`src/gbp_pkg.sv`:
```
// Shared types, constants and register codes of the gshare branch predictor.
`timescale 1ns / 1ps

package gbp_pkg;

  // Table geometry and field widths
  localparam int INDEX_BITS = 12;
  localparam int ADDR_W     = 32;
  localparam int CNT_W      = 32;
  localparam int HIST_CFG_W = 4;
  localparam int CTR_W      = 2;
  localparam int CFG_AW     = 3;
  localparam int CFG_DW     = 32;

  // Reset values
  localparam logic [CTR_W-1:0]      CTR_RESET  = 2'd2;
  localparam logic [HIST_CFG_W-1:0] HIST_RESET = 4'd8;
  localparam logic [CNT_W-1:0]      CNT_MAX    = '1;

  // Register index decoded from paddr[2]
  localparam logic REG_HISTORY_BITS = 1'b0;

  // Input word: one branch
  typedef struct packed {
    logic [ADDR_W-1:0] branch_address;
    logic              taken;
  } in_word_t;

  // Result word
  typedef struct packed {
    logic             predicted_taken;
    logic             mispredicted;
    logic [CNT_W-1:0] miss_total;
    logic [CNT_W-1:0] branch_total;
  } out_word_t;

  // Controller states
  typedef enum logic [1:0] {
    ST_CLEAR,
    ST_IDLE,
    ST_UPDATE
  } state_t;

  // Controller to datapath commands
  typedef struct packed {
    logic clr_en;  // write reset value at the sweep pointer
    logic rd_en;   // take the input word and read the table
    logic upd_en;  // write back counter, update history, load result
  } ctrl_cmd_t;

  // Datapath to controller status
  typedef struct packed {
    logic clr_last;  // sweep pointer at the last entry
    logic out_free;  // result register can take a word this cycle
  } dp_stat_t;

endpackage

```
`src/gbp_ctrl.sv`:
```
// Controller: table clearing sweep, branch read and read-modify-write sequencing.
`timescale 1ns / 1ps

module gbp_ctrl (
  input  logic                 clk,
  input  logic                 rst_n,
  input  logic                 in_valid,
  output logic                 in_ready,
  input  gbp_pkg::dp_stat_t    stat,
  output gbp_pkg::ctrl_cmd_t   cmd
);

  gbp_pkg::state_t state_r, state_nxt;

  // State register
  always_ff @(posedge clk) begin
    if (!rst_n) begin
      state_r <= gbp_pkg::ST_CLEAR;
    end else begin
      state_r <= state_nxt;
    end
  end

  // Next state
  always_comb begin
    state_nxt = state_r;
    case (state_r)
      gbp_pkg::ST_CLEAR: begin
        if (stat.clr_last) state_nxt = gbp_pkg::ST_IDLE;
      end
      gbp_pkg::ST_IDLE: begin
        if (in_valid) state_nxt = gbp_pkg::ST_UPDATE;
      end
      gbp_pkg::ST_UPDATE: begin
        if (stat.out_free) state_nxt = gbp_pkg::ST_IDLE;
      end
      default: begin
        state_nxt = gbp_pkg::ST_CLEAR;
      end
    endcase
  end

  // Outputs
  always_comb begin
    cmd      = '0;
    in_ready = 1'b0;
    case (state_r)
      gbp_pkg::ST_CLEAR: begin
        cmd.clr_en = 1'b1;
      end
      gbp_pkg::ST_IDLE: begin
        in_ready   = 1'b1;
        cmd.rd_en  = in_valid;
      end
      gbp_pkg::ST_UPDATE: begin
        cmd.upd_en = stat.out_free;
      end
      default: begin
        cmd = '0;
      end
    endcase
  end

endmodule

```
`config.mk`:
```
export PLATFORM = sky130hd
export DESIGN_NAME = gbp_ctrl
export DESIGN_NICKNAME = d
export VERILOG_FILES = /design/src/gbp_pkg.sv /design/src/gbp_ctrl.sv
export SDC_FILE = /design/constraint.sdc
export NUM_CORES = 1
export LEC_CHECK = 0
export ABC_AREA = 1
export BUFFER_PORTS_ARGS = -buffer_cell sky130_fd_sc_hd__buf_2
export CORE_AREA = 4 4 41 43
export CTS_CLUSTER_DIAMETER = 200
export DETAILED_ROUTE_END_ITERATION = 12
export DIE_AREA = 0 0 45 47
export MAX_ROUTING_LAYER = met4
export PLACE_DENSITY = 0.3
export SYNTH_ARGS = -nofsm -noshare
export SYNTH_HDL_FRONTEND = slang
export SYNTH_SLANG_ARGS = --single-unit
export TNS_END_PERCENT = 1
```
`constraint.sdc`:
```
create_clock -name clk -period 0.89 [get_ports clk]
set_clock_uncertainty 0.1 [all_clocks]
set_input_delay 0.0445 -clock clk [delete_from_list [all_inputs] [get_ports clk]]
set_output_delay 0.0445 -clock clk [all_outputs]
set_load 0.005 [all_outputs]
```
==> flow_summary.json, run 1 <==
{
  "dp.cells": 42,
  "setup_viol": 5,
  "grt_setup_unrepaired": "true",
  "grt_max_degree": 7,
  "hold_viol": 0,
  "cp.required_ns": 0.75,
  "crit_slowest_cell": "dfxtp_2",
  "netlist.area_leader.share": 0.3556,
  "nFillCells": 156,
  "path_buf_inv": 3,
  "maxCapViolations": 0,
  "die_w_um": 45,
  "synth_top_family_by_area": "simple AND/OR/NAND/NOR gates",
  "via_count": 155,
  "top_usage_layer": "met1",
  "synthFlopType": "dfxtp_1",
  "synth_compound_area_frac": 0.1111,
  "synth_cell_type_count": 8,
  "crit_top_cell": "inv_2",
  "outcome": "complete, but fails checks",
  "synth_area_um2": 112.6,
  "fp.dieH_um": 47,
  "core-area_um2": 1301,
  "final_nets": 39,
  "gr-usage-met2": 0.03955,
  "drc": 0,
  "io_pins": 9,
  "cts_root_buf": "clkbuf_4",
  "pre_cts_ws_ns": 0.02538,
  "clockBufferDepth": 2,
  "design.die.area_um2": 2115,
  "via_per_inst": 3.298,
  "fmax_ghz": 0.9871,
  "crit_path_end_kind": "output port",
  "grt_remaining_overflow": 0,
  "postSynth.asyncResetShare": 0,
  "synth-edff-count": 0,
  "syn_inst": 19,
  "postLayoutCellArea_um2": 227.7,
  "relSlewSlack": 0.9107,
  "cp_top_family": "flip-flops",
  "syn_avg_cell_area_um2": 5.927,
  "wl_per_cell_um": 7.170,
  "place.port_buffers": 8,
  "placed_cell_area_um2": 171.4,
  "dr.first_iter.drc_count": 3,
  "grt_pass1_wl_um": 565,
  "htreeDepth": 1,
  "clk_latency_ns": 0.22,
  "grt_usage": 0.04235,
  "tightest_slew_ns": 0.1325,
  "drive_gt1_frac": 0.5938,
  "diodes": 0,
  "ys.warnings.count": 0,
  "crit_path_start_kind": "flop",
  "yosysMostFrequentCell": "inv_1",
  "area_growth_pct": 102.2,
  "synthMuxAreaShare": 0,
  "vdd_drop_max_uv": 487.3,
  "post-route-period-util": 1.138,
  "clkTransAtPathRegs_ns": 0.03,
  "fin_ws_ns": -0.1231,
  "synthXorXnorAreaFrac": 0,
  "hold_path.class": "in2reg",
  "synthSimpleGateAreaFrac": 0.3333,
  "num_rows": 13,
  "dr.pass1.iters": 4,
  "routabilityCongestion": 0.6530,
  "synth-adder-area-share": 0,
  "start_util": 0.08654,
  "path_max_fanout": 4,
  "largest_reg_flops": 2,
  "antenna_found_initial": 0,
  "use_met1": 0.05204,
  "antenna_left": 0,
  "fin_cells": 47,
  "reg_top3": "state_r: 2 flops",
  "fin_setup_tns_ns": -0.3945,
  "drv_slew": 0,
  "crit_arrival_ns": 0.87,
  "violations": "negative setup slack",
  "synth_top_area_cell": "dfxtp_1",
  "cts_tree": "built",
  "worstPathCellList": "inv_2, nand3_2, inv_2, buf_2",
  "grt_pass1_vias": 146,
  "cts_buffers": 3,
  "synth_common_cells": "inv_1, nand2_1, dfxtp_1, nand3_1, nor2_1",
  "syn_nets": 24,
  "top_register": "state_r",
  "synth-seq-cells": 2,
  "wl_um": 337,
  "min_period_ns": 1.013,
  "critical_path_class": "reg2out",
  "clock-sinks": 2,
  "fin_hold_ws_ns": 0.01805,
  "ys_seq_area_frac": 0.3556,
  "ys_top_cells_by_area": "dfxtp_1, inv_1, nand2_1",
  "critPathMaxStageDelay_ns": 0.33,
  "met3_usage": 0.03448,
  "p_leak_nw": 0.1301,
  "p_per_area_nw_per_um2": 1653
}
## final timing paths
check | start | endpoint | slack (ns) | cells after the start
hold reg to reg | state_r[1]$_SDFFE_PN0P_ | state_r[1]$_SDFFE_PN0P_ | 0.45 | 2
hold / removal | in_valid | state_r[0]$_SDFFE_PN0P_ | 0.02 | 4
setup reg to reg | state_r[1]$_SDFFE_PN0P_ | state_r[1]$_SDFFE_PN0P_ | -0.01 | 4
setup / recovery | state_r[1]$_SDFFE_PN0P_ | cmd[1] | -0.12 | 4
## per-stage QoR
step / total power, mW / util
after floorplan: 0.1340 / -
after global placement: 0.1614 / 0.1317
after detailed placement: 0.1621 / 0.1317
after CTS: 0.3877 / 0.1750
after global routing: 0.4136 / 0.1750
final: 0.3764 / 0.1750
## worst register-to-register path: stages (launching register included)
cell      delay, ns
dfxtp_2        0.33
inv_2          0.08
nand3_2        0.08
buf_4          0.14
a21boi_2       0.10
## layout by cell type, fill, tap and decap left out
cell,instances
buf_2,8
nand2_1,4
inv_1,4
clkbuf_4,3
inv_2,2
nor2_1,2
dfxtp_2,2
nor3_2,1
nand3_2,1
nand3_1,1
o21ai_0,1
a21boi_2,1
dlygate4sd3_1,1
buf_4,1
## per-layer routing
layer  vias up  part of all wire
met2         9              0.31
met1        63              0.52
met5         -                 0
met3         0              0.17
li1         83                 -
met4         0                 0
## area by class of cell
class,instances,area [um^2],area share
Timing Repair Buffer,10,57.56,0.2527
Clock buffer,3,22.52,0.09890
Multi-Input combinational cell,11,63.81,0.2802
Inverter,6,22.52,0.09890
Sequential cell,2,42.54,0.1868
Tap cell,15,18.77,0.08242
## what timing repair did
action                                  in CTS  in global routing
setup buffers                                1                  0
pin swaps                                    2                  0
gates resized for setup                      7                  0
endpoints found under the setup margin       4                  6
endpoints found under the hold margin        2                  0
hold buffers                                 1                  0
## where the power goes
part	leakage, nW	total (mW)	switching, mW	internal (mW)
Clock	0.0138	0.199	0.0500	0.149
Combinational	0.0991	0.0678	0.0320	0.0357
Sequential	0.0172	0.110	0.0109	0.0991
## logic make-up after synthesis
kind of cell    count (synthesis)
simple gates                    9
buf+inv                         6
flops                           2
compound gates                  2
Note: power is estimated with default switching activity, not from simulation.
==> run 2, diff against run 1 <==
--- a/config.mk
+++ b/config.mk
@@ -12,7 +12,7 @@
 export DETAILED_ROUTE_END_ITERATION = 12
 export DIE_AREA = 0 0 45 47
 export MAX_ROUTING_LAYER = met4
-export PLACE_DENSITY = 0.3
+export PLACE_DENSITY = 0.32
 export SYNTH_ARGS = -nofsm -noshare
 export SYNTH_HDL_FRONTEND = slang
 export SYNTH_SLANG_ARGS = --single-unit
==> flow_summary.json, run 2 (synthesis gave the netlist of run 1 again) <==
{
  "antenna_found_initial": 0,
  "grt_remaining_overflow": 0,
  "largest_reg_flops": 2,
  "crit_path_end_kind": "output port",
  "area_growth_pct": 106.7,
  "clk_latency_ns": 0.22,
  "multi_input_area_um2": 66.31,
  "clkTransAtPathRegs_ns": 0.03,
  "fin_ws_ns": -0.1225,
  "p_leak_nw": 0.1309,
  "outcome": "complete, but fails checks",
  "htreeDepth": 1,
  "drv_slew": 0,
  "path_max_fanout": 6,
  "fin_setup_tns_ns": -0.3891,
  "via_per_inst": 3.255,
  "clockBufferDepth": 2,
  "via_count": 153,
  "cts_root_buf": "clkbuf_4",
  "fp.dieH_um": 47,
  "cp.required_ns": 0.75,
  "hold_viol": 0,
  "start_util": 0.08654,
  "regArea_um2": 45.04,
  "critical_path_class": "reg2out",
  "nFillCells": 158,
  "die_w_um": 45,
  "crit_path_start_kind": "flop",
  "violations": "negative setup slack",
  "cts_buffers": 3,
  "vdd_drop_max_uv": 418.4,
  "top_register": "state_r",
  "clock-sinks": 2,
  "fin_hold_ws_ns": 0.02639,
  "crit_arrival_ns": 0.87,
  "num_rows": 13,
  "p_per_area_nw_per_um2": 1620,
  "core-area_um2": 1301,
  "drive_gt1_frac": 0.6250,
  "relSlewSlack": 0.8982,
  "reg_top3": "state_r: 2 flops",
  "dr.pass1.iters": 1,
  "maxCapViolations": 0,
  "grt_pass1_vias": 131,
  "setup_viol": 5,
  "grt_max_degree": 7,
  "place.port_buffers": 8,
  "min_period_ns": 1.012,
  "wl_per_cell_um": 7.660,
  "io_pins": 9,
  "wl_um": 360,
  "dr.first_iter.drc_count": 0,
  "fmax_ghz": 0.9877,
  "worstPathCellList": "nor3_2, buf_2",
  "hold_path.class": "in2reg",
  "tightest_slew_ns": 0.1510,
  "drc": 0,
  "critPathMaxStageDelay_ns": 0.35,
  "crit_slowest_cell": "dfxtp_4",
  "diodes": 0,
  "antenna_left": 0,
  "grt_setup_unrepaired": "true",
  "final_nets": 39,
  "cts_tree": "built",
  "grt_pass1_wl_um": 469,
  "layout_commonest_cell": "buf_2",
  "mostFrequentLayoutCells": "buf_2, nand2_1, inv_1",
  "routabilityCongestion": 0.6360,
  "design.die.area_um2": 2115,
  "grt_usage": 0.03502,
  "post-route-period-util": 1.138
}
==> run 2: changes by cell type in the layout (fill, tap and decap cells not counted) <==
cell,before,now
dfxtp_2,2,1
dfxtp_4,0,1
nor2_1,2,1
nor2_2,0,1
==> run 2: area by class of cell <==
| class | instances | area share |
|---|---|---|
| multi-input combinational | 11 | 0.2849 |
| clock buffer | 3 | 0.09677 |
| sequential | 2 | 0.1935 |
| inverter | 6 | 0.09677 |
| timing repair buffer | 10 | 0.2473 |
| tap | 15 | 0.08065 |
==> run 2: layer usage <==
layer / GRT usage / up-vias / share of wire / wire [um]
met5: - / - / 0 / 0
met4: 0.03509 / 0 / 0 / 0
met3: 0.02682 / 0 / 0.15 / 54
met2: 0.02825 / 9 / 0.27 / 98
met1: 0.04525 / 61 / 0.57 / 206
li1: - / 83 / - / -
==> run 2: path summary, 6_finish.rpt <==
path | start | endpoint | depth (start not counted) | slack (ns)
worst max-delay path | state_r[0]$_SDFFE_PN0P_ | cmd[0] | 2 | -0.12
worst min-delay path | in_valid | state_r[0]$_SDFFE_PN0P_ | 4 | 0.03
worst max register to register | state_r[1]$_SDFFE_PN0P_ | state_r[1]$_SDFFE_PN0P_ | 4 | -0.01
worst min register to register | state_r[1]$_SDFFE_PN0P_ | state_r[1]$_SDFFE_PN0P_ | 2 | 0.45
==> run 2: critical path: cells and delay by family, from the launching register on <==
kind                   cells  cell delay, ns
and+or+nand+nor            1            0.16
DFF                        1            0.35
buffers and inverters      1            0.13
==> run 2: repair_timing <==
action,CTS,global route
resized for setup,5,4
endpoints found under the hold margin,2,0
hold buffers,1,0
endpoints found under the setup margin,4,5
pin swaps,1,0
buffers inserted,0,1
==> run 2: per-stage QoR <==
stage	power [mW]	worst slack (ns)	util	cell area (um^2)	cells
CTS	0.3818	-0.1270	0.1625	211.5	46
global route	0.3970	-0.1645	0.1788	232.7	47
global placement	0.1642	0.01394	0.1317	171.4	42
finish	0.3770	-0.1225	0.1788	232.7	47
detailed placement	0.1631	0.02469	0.1317	171.4	42
floorplan	0.1340	0.06032	-	112.6	19
==> run 2: power by group <==
group	switching (mW)	total, mW	internal, mW
logic	0.0322	0.0691	0.0369
registers	0.0119	0.111	0.0986
clock network	0.0490	0.197	0.148
==> run 3, diff against run 2 <==
--- a/config.mk
+++ b/config.mk
@@ -6,13 +6,14 @@
 export NUM_CORES = 1
 export LEC_CHECK = 0
 export ABC_AREA = 1
-export BUFFER_PORTS_ARGS = -buffer_cell sky130_fd_sc_hd__buf_2
+export CAP_MARGIN = 5
 export CORE_AREA = 4 4 41 43
 export CTS_CLUSTER_DIAMETER = 200
 export DETAILED_ROUTE_END_ITERATION = 12
 export DIE_AREA = 0 0 45 47
+export DONT_BUFFER_PORTS = 1
 export MAX_ROUTING_LAYER = met4
-export PLACE_DENSITY = 0.32
+export PLACE_DENSITY = 0.3
 export SYNTH_ARGS = -nofsm -noshare
 export SYNTH_HDL_FRONTEND = slang
 export SYNTH_SLANG_ARGS = --single-unit
==> flow_summary.json, run 3 (synthesis gave the netlist of run 1 again) <==
{
  "outcome": "complete, but fails checks",
  "violations": "negative setup slack",
  "fin_ws_ns": -0.05551,
  "hold_path.class": "in2out",
  "swShare": 0.2667,
  "dr.pass1.iters": 3,
  "place.port_buffers": 0,
  "pre_cts_ws_ns": 0.01258,
  "clockPowerShare": 0.516,
  "drive_gt1_frac": 0.4074,
  "dp.cells": 35,
  "fin_hold_ws_ns": 0.1337,
  "seq_power_share": 0.294,
  "drv_slew": 0,
  "cts_root_buf": "clkbuf_4",
  "dr.first_iter.drc_count": 4,
  "p_int_uw": 286.3,
  "die_w_um": 45,
  "cp.required_ns": 0.75,
  "drc": 0,
  "tightest_slew_ns": 0.1391,
  "area_growth_pct": 118.9,
  "hold_viol": 0,
  "critical_path_class": "in2out",
  "diodes": 0,
  "wl_um": 384,
  "fmax_ghz": 1.058,
  "cts_tree": "built",
  "min_period_ns": 0.9455,
  "grt_remaining_overflow": 0,
  "mostFrequentLayoutCells": "nand2_1, inv_1, dlygate4sd3_1",
  "htreeDepth": 1,
  "crit_path_start_kind": "primary input",
  "via_per_inst": 3.452,
  "final_util": 0.1894,
  "wl_per_cell_um": 9.143,
  "p_sw_uw": 104.1,
  "path_max_fanout": 2,
  "largest_reg_flops": 2,
  "post_cts_buffers": 0,
  "clock-sinks": 2,
  "maxCapViolations": 0,
  "top_register": "state_r",
  "crit_arrival_ns": 0.80,
  "antenna_found_initial": 0,
  "grt_max_degree": 7,
  "grt_pass1_vias": 175,
  "start_util": 0.08654,
  "relSlewSlack": 0.9063,
  "reg_top3": "state_r: 2 flops",
  "postLayoutCellArea_um2": 246.5,
  "routabilityCongestion": 0.6303,
  "crit_path_end_kind": "output port",
  "design.die.area_um2": 2115,
  "cts_buffers": 3,
  "via_count": 145,
  "setup_viol": 6,
  "placed_cell_area_um2": 138.9,
  "vdd_drop_max_uv": 531.2,
  "p_leak_nw": 0.1143,
  "io_pins": 9,
  "grt_pass1_wl_um": 731,
  "final_nets": 34,
  "fin_cells": 42,
  "clk_latency_ns": 0.22,
  "num_rows": 13,
  "antenna_left": 0,
  "clockBufferDepth": 2,
  "p_per_area_nw_per_um2": 1584,
  "post-route-period-util": 1.062,
  "grt_usage": 0.05537,
  "combinationalPowerShare": 0.190,
  "core-area_um2": 1301,
  "fp.dieH_um": 47,
  "reg2reg_setup_slack_ns": 0.03,
  "grt_setup_unrepaired": "true"
}
-- run 3: final cells by class --
class	instances	area (um^2)
flip-flops and latches	2	47.55
clock buffers	3	22.52
repair buffers	5	51.30
fillers	157	1055
multi-input cells	11	81.33
well taps	15	18.77
inverters	6	25.02
-- run 3: power groups by stage --
stage	logic (mW)	clock network (mW)	registers, mW
final	0.0740	0.201	0.115
after global routing	0.0847	0.229	0.117
after CTS	0.0623	0.217	0.110
after detailed placement	0.0430	0	0.107
after global placement	0.0418	0	0.107
after floorplan	0.0288	0	0.105
-- run 3: timing repair --
| item | CTS | global route |
|---|---|---|
| hold endpoints to repair | 2 | 0 |
| hold buffers | 4 | 0 |
| setup endpoints to repair | 4 | 6 |
| resized for setup | 7 | 7 |
| pin swaps | 1 | 0 |
-- run 3: through the flow --
step | power, mW | setup TNS [ns]
after global placement | 0.1483 | 0
after floorplan | 0.1340 | 0
after CTS | 0.3899 | -0.1870
after global routing | 0.4313 | -0.5070
final | 0.3904 | -0.1937
after detailed placement | 0.1500 | 0
-- run 3: path summary, 6_finish.rpt --
check	startpoint	to	depth (start not counted)
hold reg to reg	state_r[0]$_SDFFE_PN0P_	state_r[1]$_SDFFE_PN0P_	2
setup reg to reg	state_r[0]$_SDFFE_PN0P_	state_r[0]$_SDFFE_PN0P_	4
hold / removal	stat[0]	cmd[0]	2
setup / recovery	in_valid	cmd[1]	3
-- run 3: metal layers --
| metal | wire length, um | track usage | share of wire | vias to the layer above |
|---|---|---|---|---|
| met5 | 0 | - | 0 | - |
| li1 | - | - | - | 72 |
| met2 | 135 | 0.05932 | 0.35 | 11 |
| met4 | 0 | 0.07018 | 0 | 0 |
| met3 | 63 | 0.04215 | 0.16 | 0 |
| met1 | 185 | 0.05430 | 0.48 | 62 |
-- run 3: worst max-delay path: stages --
cell and delay [ns]:
dlygate4sd3_1 0.60, nand3_4 0.10, inv_2 0.06
